**src/sv/expression_tokenizer_top_assert.svh**
```systemverilog
// Assertion helpers for the expression tokenizer.
// Both macros sample on the rising edge of clk and are off while rst_n is low.
`ifndef EXPRESSION_TOKENIZER_TOP_ASSERT_SVH
`define EXPRESSION_TOKENIZER_TOP_ASSERT_SVH

// The consequent must hold in the same cycle as the antecedent.
`define ETOK_ASSERT_NOW(label, ante, cons) \
    label: assert property (@(posedge clk) disable iff (!rst_n) (ante) |-> (cons)) \
        else $error("expression tokenizer check failed");

// The consequent must hold in the cycle after the antecedent.
`define ETOK_ASSERT_NEXT(label, ante, cons) \
    label: assert property (@(posedge clk) disable iff (!rst_n) (ante) |=> (cons)) \
        else $error("expression tokenizer check failed");

`endif

```
**src/sv/etok_pkg.sv**
```systemverilog
package etok_pkg;

    // Width of the internal character index.
    localparam int POSITION_BITS = 16;
    localparam int POS_OUT_BITS  = 16;

    // Token type codes.
    localparam logic [3:0] TOK_NUMBER  = 4'd0;
    localparam logic [3:0] TOK_IDENT   = 4'd1;
    localparam logic [3:0] TOK_KEYWORD = 4'd2;
    localparam logic [3:0] TOK_PLUS    = 4'd3;
    localparam logic [3:0] TOK_MINUS   = 4'd4;
    localparam logic [3:0] TOK_MUL     = 4'd5;
    localparam logic [3:0] TOK_DIV     = 4'd6;
    localparam logic [3:0] TOK_LPAREN  = 4'd7;
    localparam logic [3:0] TOK_RPAREN  = 4'd8;
    localparam logic [3:0] TOK_COLON   = 4'd9;
    localparam logic [3:0] TOK_EQ      = 4'd10;
    localparam logic [3:0] TOK_EOF     = 4'd11;
    localparam logic [3:0] TOK_ILLEGAL = 4'd12;

    // Characters with a meaning of their own.
    localparam logic [7:0] CH_EOT    = 8'h00;
    localparam logic [7:0] CH_TAB    = 8'h09;
    localparam logic [7:0] CH_SPACE  = 8'h20;
    localparam logic [7:0] CH_DOT    = 8'h2E;
    localparam logic [7:0] CH_UNDER  = 8'h5F;
    localparam logic [7:0] CH_PLUS   = 8'h2B;
    localparam logic [7:0] CH_MINUS  = 8'h2D;
    localparam logic [7:0] CH_STAR   = 8'h2A;
    localparam logic [7:0] CH_SLASH  = 8'h2F;
    localparam logic [7:0] CH_LPAREN = 8'h28;
    localparam logic [7:0] CH_RPAREN = 8'h29;
    localparam logic [7:0] CH_COLON  = 8'h3A;
    localparam logic [7:0] CH_EQUAL  = 8'h3D;

    // Length of the keyword "solve".
    localparam logic [2:0] KW_LEN = 3'd5;

    // Lexer modes, one-hot.
    typedef enum logic [3:0] {
        MODE_IDLE = 4'b0001,
        MODE_NUM  = 4'b0010,
        MODE_ID   = 4'b0100,
        MODE_ERR  = 4'b1000
    } etok_mode_t;

    // One result item.
    typedef struct packed {
        logic [3:0]              token_type;
        logic [7:0]              text_char;
        logic                    has_char;
        logic                    token_done;
        logic [POS_OUT_BITS-1:0] position;
        logic                    last_result;
    } etok_result_t;

    // Everything one character produces: up to two results in order.
    typedef struct packed {
        logic         first_valid;
        logic         second_valid;
        etok_result_t first;
        etok_result_t second;
    } etok_step_t;

    // Character of the keyword at a given offset.
    function automatic logic [7:0] kw_char(input logic [2:0] idx);
        logic [7:0] ch;
        unique case (idx)
            3'd0:    ch = 8'h73;
            3'd1:    ch = 8'h6F;
            3'd2:    ch = 8'h6C;
            3'd3:    ch = 8'h76;
            3'd4:    ch = 8'h65;
            default: ch = 8'h00;
        endcase
        return ch;
    endfunction

    // Clamp an index to the width of the position field.
    function automatic logic [POS_OUT_BITS-1:0] to_position(
        input logic [POSITION_BITS-1:0] idx
    );
        logic [31:0] wide;
        wide = 32'(idx);
        if (wide > 32'(2 ** POS_OUT_BITS - 1)) begin
            return '1;
        end
        return wide[POS_OUT_BITS-1:0];
    endfunction

endpackage

```
**src/sv/etok_ifs.sv**
```systemverilog
// Character channel into the tokenizer.
interface etok_char_if;
    logic       valid;
    logic       ready;
    logic [7:0] char_in;

    modport source (output valid, output char_in, input ready);
    modport sink (input valid, input char_in, output ready);
endinterface

// Token channel out of the tokenizer.
interface etok_token_if;
    logic                              valid;
    logic                              ready;
    logic [3:0]                        token_type;
    logic [7:0]                        text_char;
    logic                              has_char;
    logic                              token_done;
    logic [etok_pkg::POS_OUT_BITS-1:0] position;
    logic                              last_result;

    modport source (
        output valid, output token_type, output text_char, output has_char,
        output token_done, output position, output last_result, input ready
    );
    modport sink (
        input valid, input token_type, input text_char, input has_char,
        input token_done, input position, input last_result, output ready
    );
endinterface

```
**src/sv/etok_lexer.sv**
```systemverilog
// Lexer state and the combinational step that turns one character into
// zero, one or two results. State advances only when step_en is high.
module etok_lexer (
    input  logic                clk,
    input  logic                rst_n,
    input  logic                step_en,
    input  logic [7:0]          char_in,
    output etok_pkg::etok_step_t step
);

    localparam int PB = etok_pkg::POSITION_BITS;

    etok_pkg::etok_mode_t mode_reg, mode_next;
    logic                 dot_reg, dot_next;
    logic [2:0]           prog_reg, prog_next;
    logic                 miss_reg, miss_next;
    logic [PB-1:0]        index_reg, index_next;
    logic [PB-1:0]        start_reg, start_next;

    logic                   is_digit, is_letter, is_punct;
    logic                   cont_valid, close_valid, fresh_valid, eot;
    logic [3:0]             punct_type;
    logic [PB-1:0]          index_inc;
    etok_pkg::etok_result_t cont_res, close_res, fresh_res;

    // Build a result with last_result cleared.
    function automatic etok_pkg::etok_result_t make_result(
        input logic [3:0]    ttype,
        input logic [7:0]    ch,
        input logic          has,
        input logic          done,
        input logic [PB-1:0] pos
    );
        etok_pkg::etok_result_t r;
        r.token_type  = ttype;
        r.text_char   = ch;
        r.has_char    = has;
        r.token_done  = done;
        r.position    = etok_pkg::to_position(pos);
        r.last_result = 1'b0;
        return r;
    endfunction

    // Character classes.
    assign is_digit  = (char_in >= 8'h30) && (char_in <= 8'h39);
    assign is_letter = ((char_in >= 8'h61) && (char_in <= 8'h7A)) ||
                       ((char_in >= 8'h41) && (char_in <= 8'h5A));

    always_comb
    begin
        is_punct = 1'b1;
        unique case (char_in)
            etok_pkg::CH_PLUS:   punct_type = etok_pkg::TOK_PLUS;
            etok_pkg::CH_MINUS:  punct_type = etok_pkg::TOK_MINUS;
            etok_pkg::CH_STAR:   punct_type = etok_pkg::TOK_MUL;
            etok_pkg::CH_SLASH:  punct_type = etok_pkg::TOK_DIV;
            etok_pkg::CH_LPAREN: punct_type = etok_pkg::TOK_LPAREN;
            etok_pkg::CH_RPAREN: punct_type = etok_pkg::TOK_RPAREN;
            etok_pkg::CH_COLON:  punct_type = etok_pkg::TOK_COLON;
            etok_pkg::CH_EQUAL:  punct_type = etok_pkg::TOK_EQ;
            default:
            begin
                punct_type = etok_pkg::TOK_ILLEGAL;
                is_punct   = 1'b0;
            end
        endcase
    end

    // Saturating increment of the character index.
    assign index_inc = (index_reg == {PB{1'b1}}) ? index_reg
                                                 : index_reg + {{(PB-1){1'b0}}, 1'b1};

    // One lexer step: continue or close a pending token, then, outside the error mode,
    // handle the character as the start of a new item if it did not continue one.
    always_comb
    begin
        mode_next   = mode_reg;
        dot_next    = dot_reg;
        prog_next   = prog_reg;
        miss_next   = miss_reg;
        start_next  = start_reg;
        index_next  = index_inc;
        cont_valid  = 1'b0;
        close_valid = 1'b0;
        fresh_valid = 1'b0;
        eot         = 1'b0;
        cont_res    = '0;
        close_res   = '0;
        fresh_res   = '0;

        unique case (mode_reg)
            etok_pkg::MODE_NUM:
            begin
                if (is_digit || ((char_in == etok_pkg::CH_DOT) && !dot_reg)) begin
                    cont_valid = 1'b1;
                    if (char_in == etok_pkg::CH_DOT) begin
                        dot_next = 1'b1;
                    end
                    cont_res = make_result(etok_pkg::TOK_NUMBER, char_in, 1'b1, 1'b0,
                                           start_reg);
                end else begin
                    close_valid = 1'b1;
                    close_res   = make_result(etok_pkg::TOK_NUMBER, 8'h00, 1'b0, 1'b1,
                                              start_reg);
                    mode_next   = etok_pkg::MODE_IDLE;
                end
            end
            etok_pkg::MODE_ID:
            begin
                if (is_letter || (char_in == etok_pkg::CH_UNDER)) begin
                    cont_valid = 1'b1;
                    if ((prog_reg < etok_pkg::KW_LEN) &&
                        (char_in == etok_pkg::kw_char(prog_reg))) begin
                        prog_next = prog_reg + 3'd1;
                    end else begin
                        miss_next = 1'b1;
                    end
                    cont_res = make_result(etok_pkg::TOK_IDENT, char_in, 1'b1, 1'b0,
                                           start_reg);
                end else begin
                    close_valid = 1'b1;
                    close_res   = make_result(
                        ((prog_reg == etok_pkg::KW_LEN) && !miss_reg)
                            ? etok_pkg::TOK_KEYWORD : etok_pkg::TOK_IDENT,
                        8'h00, 1'b0, 1'b1, start_reg);
                    mode_next   = etok_pkg::MODE_IDLE;
                end
            end
            etok_pkg::MODE_ERR:
            begin
                // Drop everything up to the end of text.
                if (char_in == etok_pkg::CH_EOT) begin
                    mode_next  = etok_pkg::MODE_IDLE;
                    index_next = '0;
                end
            end
            default:
            begin
            end
        endcase

        // Start of a new item.
        if ((mode_reg != etok_pkg::MODE_ERR) && !cont_valid) begin
            if (char_in == etok_pkg::CH_EOT) begin
                eot         = 1'b1;
                fresh_valid = 1'b1;
                fresh_res   = make_result(etok_pkg::TOK_EOF, 8'h00, 1'b0, 1'b1, index_reg);
            end else if ((char_in == etok_pkg::CH_TAB) || (char_in == etok_pkg::CH_SPACE)) begin
                fresh_valid = 1'b0;
            end else if (is_digit) begin
                mode_next   = etok_pkg::MODE_NUM;
                dot_next    = 1'b0;
                start_next  = index_reg;
                fresh_valid = 1'b1;
                fresh_res   = make_result(etok_pkg::TOK_NUMBER, char_in, 1'b1, 1'b0,
                                          index_reg);
            end else if (is_letter) begin
                mode_next   = etok_pkg::MODE_ID;
                prog_next   = (char_in == etok_pkg::kw_char(3'd0)) ? 3'd1 : 3'd0;
                miss_next   = (char_in != etok_pkg::kw_char(3'd0));
                start_next  = index_reg;
                fresh_valid = 1'b1;
                fresh_res   = make_result(etok_pkg::TOK_IDENT, char_in, 1'b1, 1'b0,
                                          index_reg);
            end else if (is_punct) begin
                fresh_valid = 1'b1;
                fresh_res   = make_result(punct_type, 8'h00, 1'b0, 1'b1, index_reg);
            end else begin
                mode_next   = etok_pkg::MODE_ERR;
                fresh_valid = 1'b1;
                fresh_res   = make_result(etok_pkg::TOK_ILLEGAL, char_in, 1'b1, 1'b1,
                                          index_reg);
            end
            if (eot) begin
                index_next = '0;
            end
        end
    end

    // Order the results: a closing result always comes first.
    always_comb
    begin
        step.first_valid  = cont_valid || close_valid || fresh_valid;
        step.second_valid = close_valid && fresh_valid;
        if (close_valid) begin
            step.first = close_res;
        end else if (cont_valid) begin
            step.first = cont_res;
        end else begin
            step.first = fresh_res;
        end
        step.first.last_result  = !(close_valid && fresh_valid);
        step.second             = fresh_res;
        step.second.last_result = 1'b1;
    end

    // Lexer state registers.
    always_ff @(posedge clk or negedge rst_n)
    begin
        if (!rst_n) begin
            mode_reg  <= etok_pkg::MODE_IDLE;
            dot_reg   <= 1'b0;
            prog_reg  <= 3'd0;
            miss_reg  <= 1'b0;
            index_reg <= '0;
            start_reg <= '0;
        end else if (step_en) begin
            mode_reg  <= mode_next;
            dot_reg   <= dot_next;
            prog_reg  <= prog_next;
            miss_reg  <= miss_next;
            index_reg <= index_next;
            start_reg <= start_next;
        end
    end

endmodule

```
**src/sv/expression_tokenizer_top.sv**
```systemverilog
// Channel  | Role   | Payload
// ---------+--------+----------------------------------------------------------
// chars    | sink   | char_in
// tokens   | source | token_type, text_char, has_char, token_done, position,
//          |        | last_result
//
// One character is taken per cycle while the spare register is empty and the output
// does not stall. It waits in the character stage; its results are then registered.
// A character that closes a token and starts another gives two results; the second
// waits in a spare register and holds the character stage until it moves out.
// Reset (rst_n low, asynchronous) empties all stages and returns the lexer to idle
// with index 0. A stall on tokens backs up into chars with no loss.
`include "expression_tokenizer_top_assert.svh"

module expression_tokenizer_top (
    input  logic               clk,
    input  logic               rst_n,
    etok_char_if.sink          chars,
    etok_token_if.source       tokens
);

    logic                   in_valid_reg, in_valid_next;
    logic [7:0]             in_char_reg;
    logic                   out_valid_reg, out_valid_next;
    etok_pkg::etok_result_t out_reg, out_next;
    logic                   spare_valid_reg, spare_valid_next;
    etok_pkg::etok_result_t spare_reg, spare_next;

    logic                 out_free, issue, in_accept;
    etok_pkg::etok_step_t step;

    // Handshake and issue control.
    assign out_free    = !out_valid_reg || tokens.ready;
    assign issue       = in_valid_reg && !spare_valid_reg && out_free;
    assign chars.ready = !in_valid_reg || issue;
    assign in_accept   = chars.valid && chars.ready;

    etok_lexer u_lexer (
        .clk     (clk),
        .rst_n   (rst_n),
        .step_en (issue),
        .char_in (in_char_reg),
        .step    (step)
    );

    // Next state of the character stage and the result buffer.
    always_comb
    begin
        in_valid_next    = in_accept ? 1'b1 : (issue ? 1'b0 : in_valid_reg);
        out_valid_next   = out_valid_reg;
        out_next         = out_reg;
        spare_valid_next = spare_valid_reg;
        spare_next       = spare_reg;
        if (issue) begin
            out_valid_next   = step.first_valid;
            out_next         = step.first;
            spare_valid_next = step.second_valid;
            spare_next       = step.second;
        end else if (spare_valid_reg && out_free) begin
            out_valid_next   = 1'b1;
            out_next         = spare_reg;
            spare_valid_next = 1'b0;
        end else if (out_valid_reg && tokens.ready) begin
            out_valid_next = 1'b0;
        end
    end

    // Control registers.
    always_ff @(posedge clk or negedge rst_n)
    begin
        if (!rst_n) begin
            in_valid_reg    <= 1'b0;
            out_valid_reg   <= 1'b0;
            spare_valid_reg <= 1'b0;
        end else begin
            in_valid_reg    <= in_valid_next;
            out_valid_reg   <= out_valid_next;
            spare_valid_reg <= spare_valid_next;
        end
    end

    // Payload registers.
    always_ff @(posedge clk)
    begin
        if (in_accept) begin
            in_char_reg <= chars.char_in;
        end
        out_reg   <= out_next;
        spare_reg <= spare_next;
    end

    // Output request.
    assign tokens.valid       = out_valid_reg;
    assign tokens.token_type  = out_reg.token_type;
    assign tokens.text_char   = out_reg.text_char;
    assign tokens.has_char    = out_reg.has_char;
    assign tokens.token_done  = out_reg.token_done;
    assign tokens.position    = out_reg.position;
    assign tokens.last_result = out_reg.last_result;

    // A shown result that is not the last of its character has its partner
    // waiting in the spare register.
    `ETOK_ASSERT_NOW(a_partner_waits, out_valid_reg && !out_reg.last_result, spare_valid_reg)
    // The spare register only ever holds the second result of a pair.
    `ETOK_ASSERT_NOW(a_spare_is_last, spare_valid_reg, spare_reg.last_result && out_valid_reg)
    // A character with two results parks the second one.
    `ETOK_ASSERT_NEXT(a_pair_parked, issue && step.second_valid, spare_valid_reg)

endmodule
```
**src/flat_wrapper.sv**
```systemverilog
// flat-port wrapper written by rule: the top's interface ports become plain ports
module expression_tokenizer_top_flat 
  (clk, rst_n, chars_valid, chars_char_in, chars_ready, tokens_valid, tokens_token_type, tokens_text_char, tokens_has_char, tokens_token_done, tokens_position, tokens_last_result, tokens_ready);
  etok_char_if chars_i ();
  etok_token_if tokens_i ();
  input  logic clk;
  input  logic rst_n;
  input wire logic [$bits(chars_i.valid)-1:0] chars_valid;
  input wire logic [$bits(chars_i.char_in)-1:0] chars_char_in;
  output wire logic [$bits(chars_i.ready)-1:0] chars_ready;
  output wire logic [$bits(tokens_i.valid)-1:0] tokens_valid;
  output wire logic [$bits(tokens_i.token_type)-1:0] tokens_token_type;
  output wire logic [$bits(tokens_i.text_char)-1:0] tokens_text_char;
  output wire logic [$bits(tokens_i.has_char)-1:0] tokens_has_char;
  output wire logic [$bits(tokens_i.token_done)-1:0] tokens_token_done;
  output wire logic [$bits(tokens_i.position)-1:0] tokens_position;
  output wire logic [$bits(tokens_i.last_result)-1:0] tokens_last_result;
  input wire logic [$bits(tokens_i.ready)-1:0] tokens_ready;
  assign chars_i.valid = chars_valid;
  assign chars_i.char_in = chars_char_in;
  assign chars_ready = chars_i.ready;
  assign tokens_valid = tokens_i.valid;
  assign tokens_token_type = tokens_i.token_type;
  assign tokens_text_char = tokens_i.text_char;
  assign tokens_has_char = tokens_i.has_char;
  assign tokens_token_done = tokens_i.token_done;
  assign tokens_position = tokens_i.position;
  assign tokens_last_result = tokens_i.last_result;
  assign tokens_i.ready = tokens_ready;
  expression_tokenizer_top u_core (.clk(clk), .rst_n(rst_n), .chars(chars_i), .tokens(tokens_i));
endmodule
```
**config.mk**
```make
export PLATFORM = sky130hd
export DESIGN_NAME = expression_tokenizer_top_flat
export DESIGN_NICKNAME = d
export VERILOG_FILES = /design/src/sv/etok_pkg.sv /design/src/sv/etok_ifs.sv /design/src/sv/etok_lexer.sv /design/src/sv/expression_tokenizer_top.sv /design/src/flat_wrapper.sv
export VERILOG_INCLUDE_DIRS = /design/src /design/src/sv
export SDC_FILE = /design/constraint.sdc
export NUM_CORES = 1
export LEC_CHECK = 0
export BUFFER_PORTS_ARGS = -buffer_cell sky130_fd_sc_hd__buf_4
export CORE_ASPECT_RATIO = 1.4
export CORE_MARGIN = 3
export CORE_UTILIZATION = 60
export DETAILED_ROUTE_END_ITERATION = 16
export GPL_ROUTABILITY_DRIVEN = 0
export PLACE_DENSITY = 0.8
export SETUP_SLACK_MARGIN = 0.4
export SLEW_MARGIN = 20
export SYNTH_ARGS = -nofsm -noshare
export SYNTH_HDL_FRONTEND = slang
export SYNTH_SLANG_ARGS = --single-unit
```
**constraint.sdc**
```tcl
create_clock -name clk -period 2.7 [get_ports clk]
set_input_delay 0.405 -clock clk [delete_from_list [all_inputs] [get_ports clk]]
set_output_delay 0.405 -clock clk [all_outputs]
set_load 0.02 [all_outputs]
```
==> summary.md <==
| Metric | Value |
|---|---|
| Status | `complete, but fails checks` |
| Failing checks | `hold timing` |
| Congestion Overflow GR | `0` |
| Most frequent cells in the layout | `buf_4, edfxtp_1, dfrtp_1` |
| Clk buf depth | `2` |
| Leak Pwr | `3.11 nW` |
| Clk_lat worst skew | `410 ps` |
| Tmin final | `2520 ps` |
| Max FFs per register | `30` |
| Number of synthesized flops with an enable pin | `69` |
| Critical setup path kind | `reg -> reg` |
| Tightest Pin Transition | `601 ps` |
| Final Cell Area | `0.00732 sq mm` |
| Routed vias/inst | `6.46` |
| Clk pwr share | `28.3%` |
| Final Max Tran Viols | `0` |
| # H-tree levels | `4` |
| Most common library cell in the layout ignoring fill and taps | `buf_4` |
| # DRC | `0` |
| Hold Crit Class | `in -> async` |
| Io pins | `45` |
| Initial core utilization | `62.3%` |
| Crit path capture type | `flip-flop` |
| Yosys reg bits | `113` |
| Synthesis Warnings | `0` |
| Max_cap viols | `0` |
| TritonCTS Buffers | `17` |
| Root Driver | `clkbuf_16` |
| Initial antenna violation count | `0` |
| Req. time, crit path | `2990 ps` |
| Die width | `88.1 microns` |
| Logic pwr share | `35.3%` |
| CP arrival | `2810 ps` |
| Rel. slew slack | `59.9%` |
| Setup violators final | `0` |
| Sw frac | `34.1%` |
| Clock skew | `6.13 ps` |
| Fin cells | `710` |
| DRT antenna net count | `0` |
| Fillers | `499` |
| Hold-fix buffers, CTS | `0` |
| Pint | `5.00 mW` |
| Dpl cells | `651` |
| Total track usage | `27.7%` |
| Nets | `608` |
| Area Overhead vs Synth | `29.4%` |
| Ratio of cells with drive above 1 in the final layout | `33.3%` |
| CP Max Fanout | `8` |
| Peak VDD IR | `0.000546 V` |
| Avg Cell Area, Syn | `11.5 sq um` |
| Synth async-reset ratio | `38.9%` |
| P_sw | `2.59 mW` |
| Rows | `41` |
| Crit start category | `flip-flop` |
| First-pass GRT wire length | `22.6 mm` |
| Die Ht | `121 microns` |
| Fmax | `397 MHz` |
| Main synth FF type | `edfxtp_1` |
| Hold slack final | `-5.36 ps` |
| Mapped Nets | `510` |
| Placed cell areas | `0.00633 sq mm` |
| Post-synthesis sequential area ratio | `56.1%` |
| Power per standard cell area | `1040 mW/mm^2` |
| Post-layout util | `80.6%` |
| Reg power frac | `36.5%` |
| Routed length per instance | `20.6 microns` |
| CTS tree | `done` |
| Post-Synthesis Cells | `492` |
| Core footprint | `0.00908 sq mm` |
| Clock transition at path regs | `60 ps` |
| Antenna cells | `0` |
| Vias | `4589` |
| Vias in the first global route | `4626` |
| DRT iter0 DRCs | `347` |
| I/O Buffers | `44` |
| Final period util | `93.3%` |
| Final hold violation count | `2` |
| RSZ-0062 raised after global routing | `yes` |
| Total power | `7.59 mW` |
| Mapped cell area | `0.00566 sq mm` |
| Die Area | `0.0106 sq mm` |
| Largest net degree at the start of global routing | `52` |
| Synth unique cells | `65` |
| WL final | `14.6 mm` |
| Detailed Routing Iterations Pass 1 | `5` |
| Clk sinks | `113` |
| DPL Wire Length | `8.57 mm` |
Yosys cell counts, types with 16 or more instances:
| cell | number | share of area, % |
|---|---|---|
| nand2_1 | 29 | 1.9 |
| a21oi_1 | 18 | 1.6 |
| o21ai_0 | 33 | 2.9 |
| nor2_1 | 24 | 1.6 |
| a22o_1 | 26 | 4.0 |
| edfxtp_1 | 69 | 37 |
| dfrtp_1 | 43 | 19 |
| clkbuf_1 | 29 | 1.9 |
| and2_1 | 26 | 2.9 |
| nand3_1 | 16 | 1.4 |
| a21o_1 | 18 | 2.4 |
final timing paths:
path	cells after the start	slack [ps]	end	from
min	1	-5	u_core.u_lexer.index_reg[8]	rst_n
max reg2reg	10	180	u_core.u_lexer.start_reg[0]	u_core.in_char_reg[0]
max in group asynchronous	1	2260	u_core.u_lexer.mode_reg[1]	rst_n
min in group clk	1	170	u_core.in_char_reg[0]	chars_char_in[0]
max	10	180	u_core.u_lexer.start_reg[0]	u_core.in_char_reg[0]
min reg2reg	1	510	u_core.u_lexer.start_reg[11]	u_core.u_lexer.start_reg[11]
timing repair:
item                                    in CTS  in global routing
gates resized for setup                     19                 30
buffers inserted                            14                 11
cloned                                       2                  0
endpoints found under the setup margin      85                 93
endpoints found under the hold margin        0                  0
pin swaps                                    2                  6
metrics by stage:
step	setup TNS [ps]	worst slack, ps
after detailed placement	0	38.9
after global placement	-1400	-89.4
final	0	181
after global routing	0	129
after floorplan	0	364
after CTS	0	241
routing by layer:
layer | part of all wire (%) | global-route usage [%]
met1 | 37 | 31.9
met2 | 54 | 49.0
met3 | 5.1 | 6.32
met4 | 3.2 | 11.1
met5 | 0 | 0
worst max-delay path, cell delays in order (launching register included):
cell	delay, ps
edfxtp_1	500
buf_4	190
nor2_1	170
a21boi_2	90
a21o_1	180
or3_4	330
buf_6	130
nor3_4	210
buf_6	140
buf_12	140
mux2_4	310
area by class of cell:
type,count,area (sq um),area share [%]
tap,107,134,1.83
clock buffer,18,429,5.86
multi-input combinational,335,2460,33.6
inverter,9,33.8,0.462
clock inverter,14,143,1.95
timing repair buffer,114,945,12.9
sequential,113,3180,43.4
power groups by stage:
stage | sequential, mW | clock (mW) | combinational (mW)
floorplan | 2.86 | 0 | 1.32
global placement | 2.74 | 0 | 2.20
detailed placement | 2.77 | 0 | 2.28
CTS | 2.74 | 2.15 | 2.46
global route | 2.81 | 2.24 | 2.87
finish | 2.77 | 2.15 | 2.68
cells by family after synthesis:
| family | share of synthesized area (%) |
|---|---|
| flip-flops | 56.1 |
| XOR/XNOR | 0.464 |
| adder cells (fa/ha/maj) | 1.50 |
| AND/OR/NAND/NOR | 16.1 |
| AO/OA/AOI/OAI | 18.2 |
| multiplexers | 4.31 |
| buffers and inverters | 3.34 |
Power figures use the tool's default switching activity.
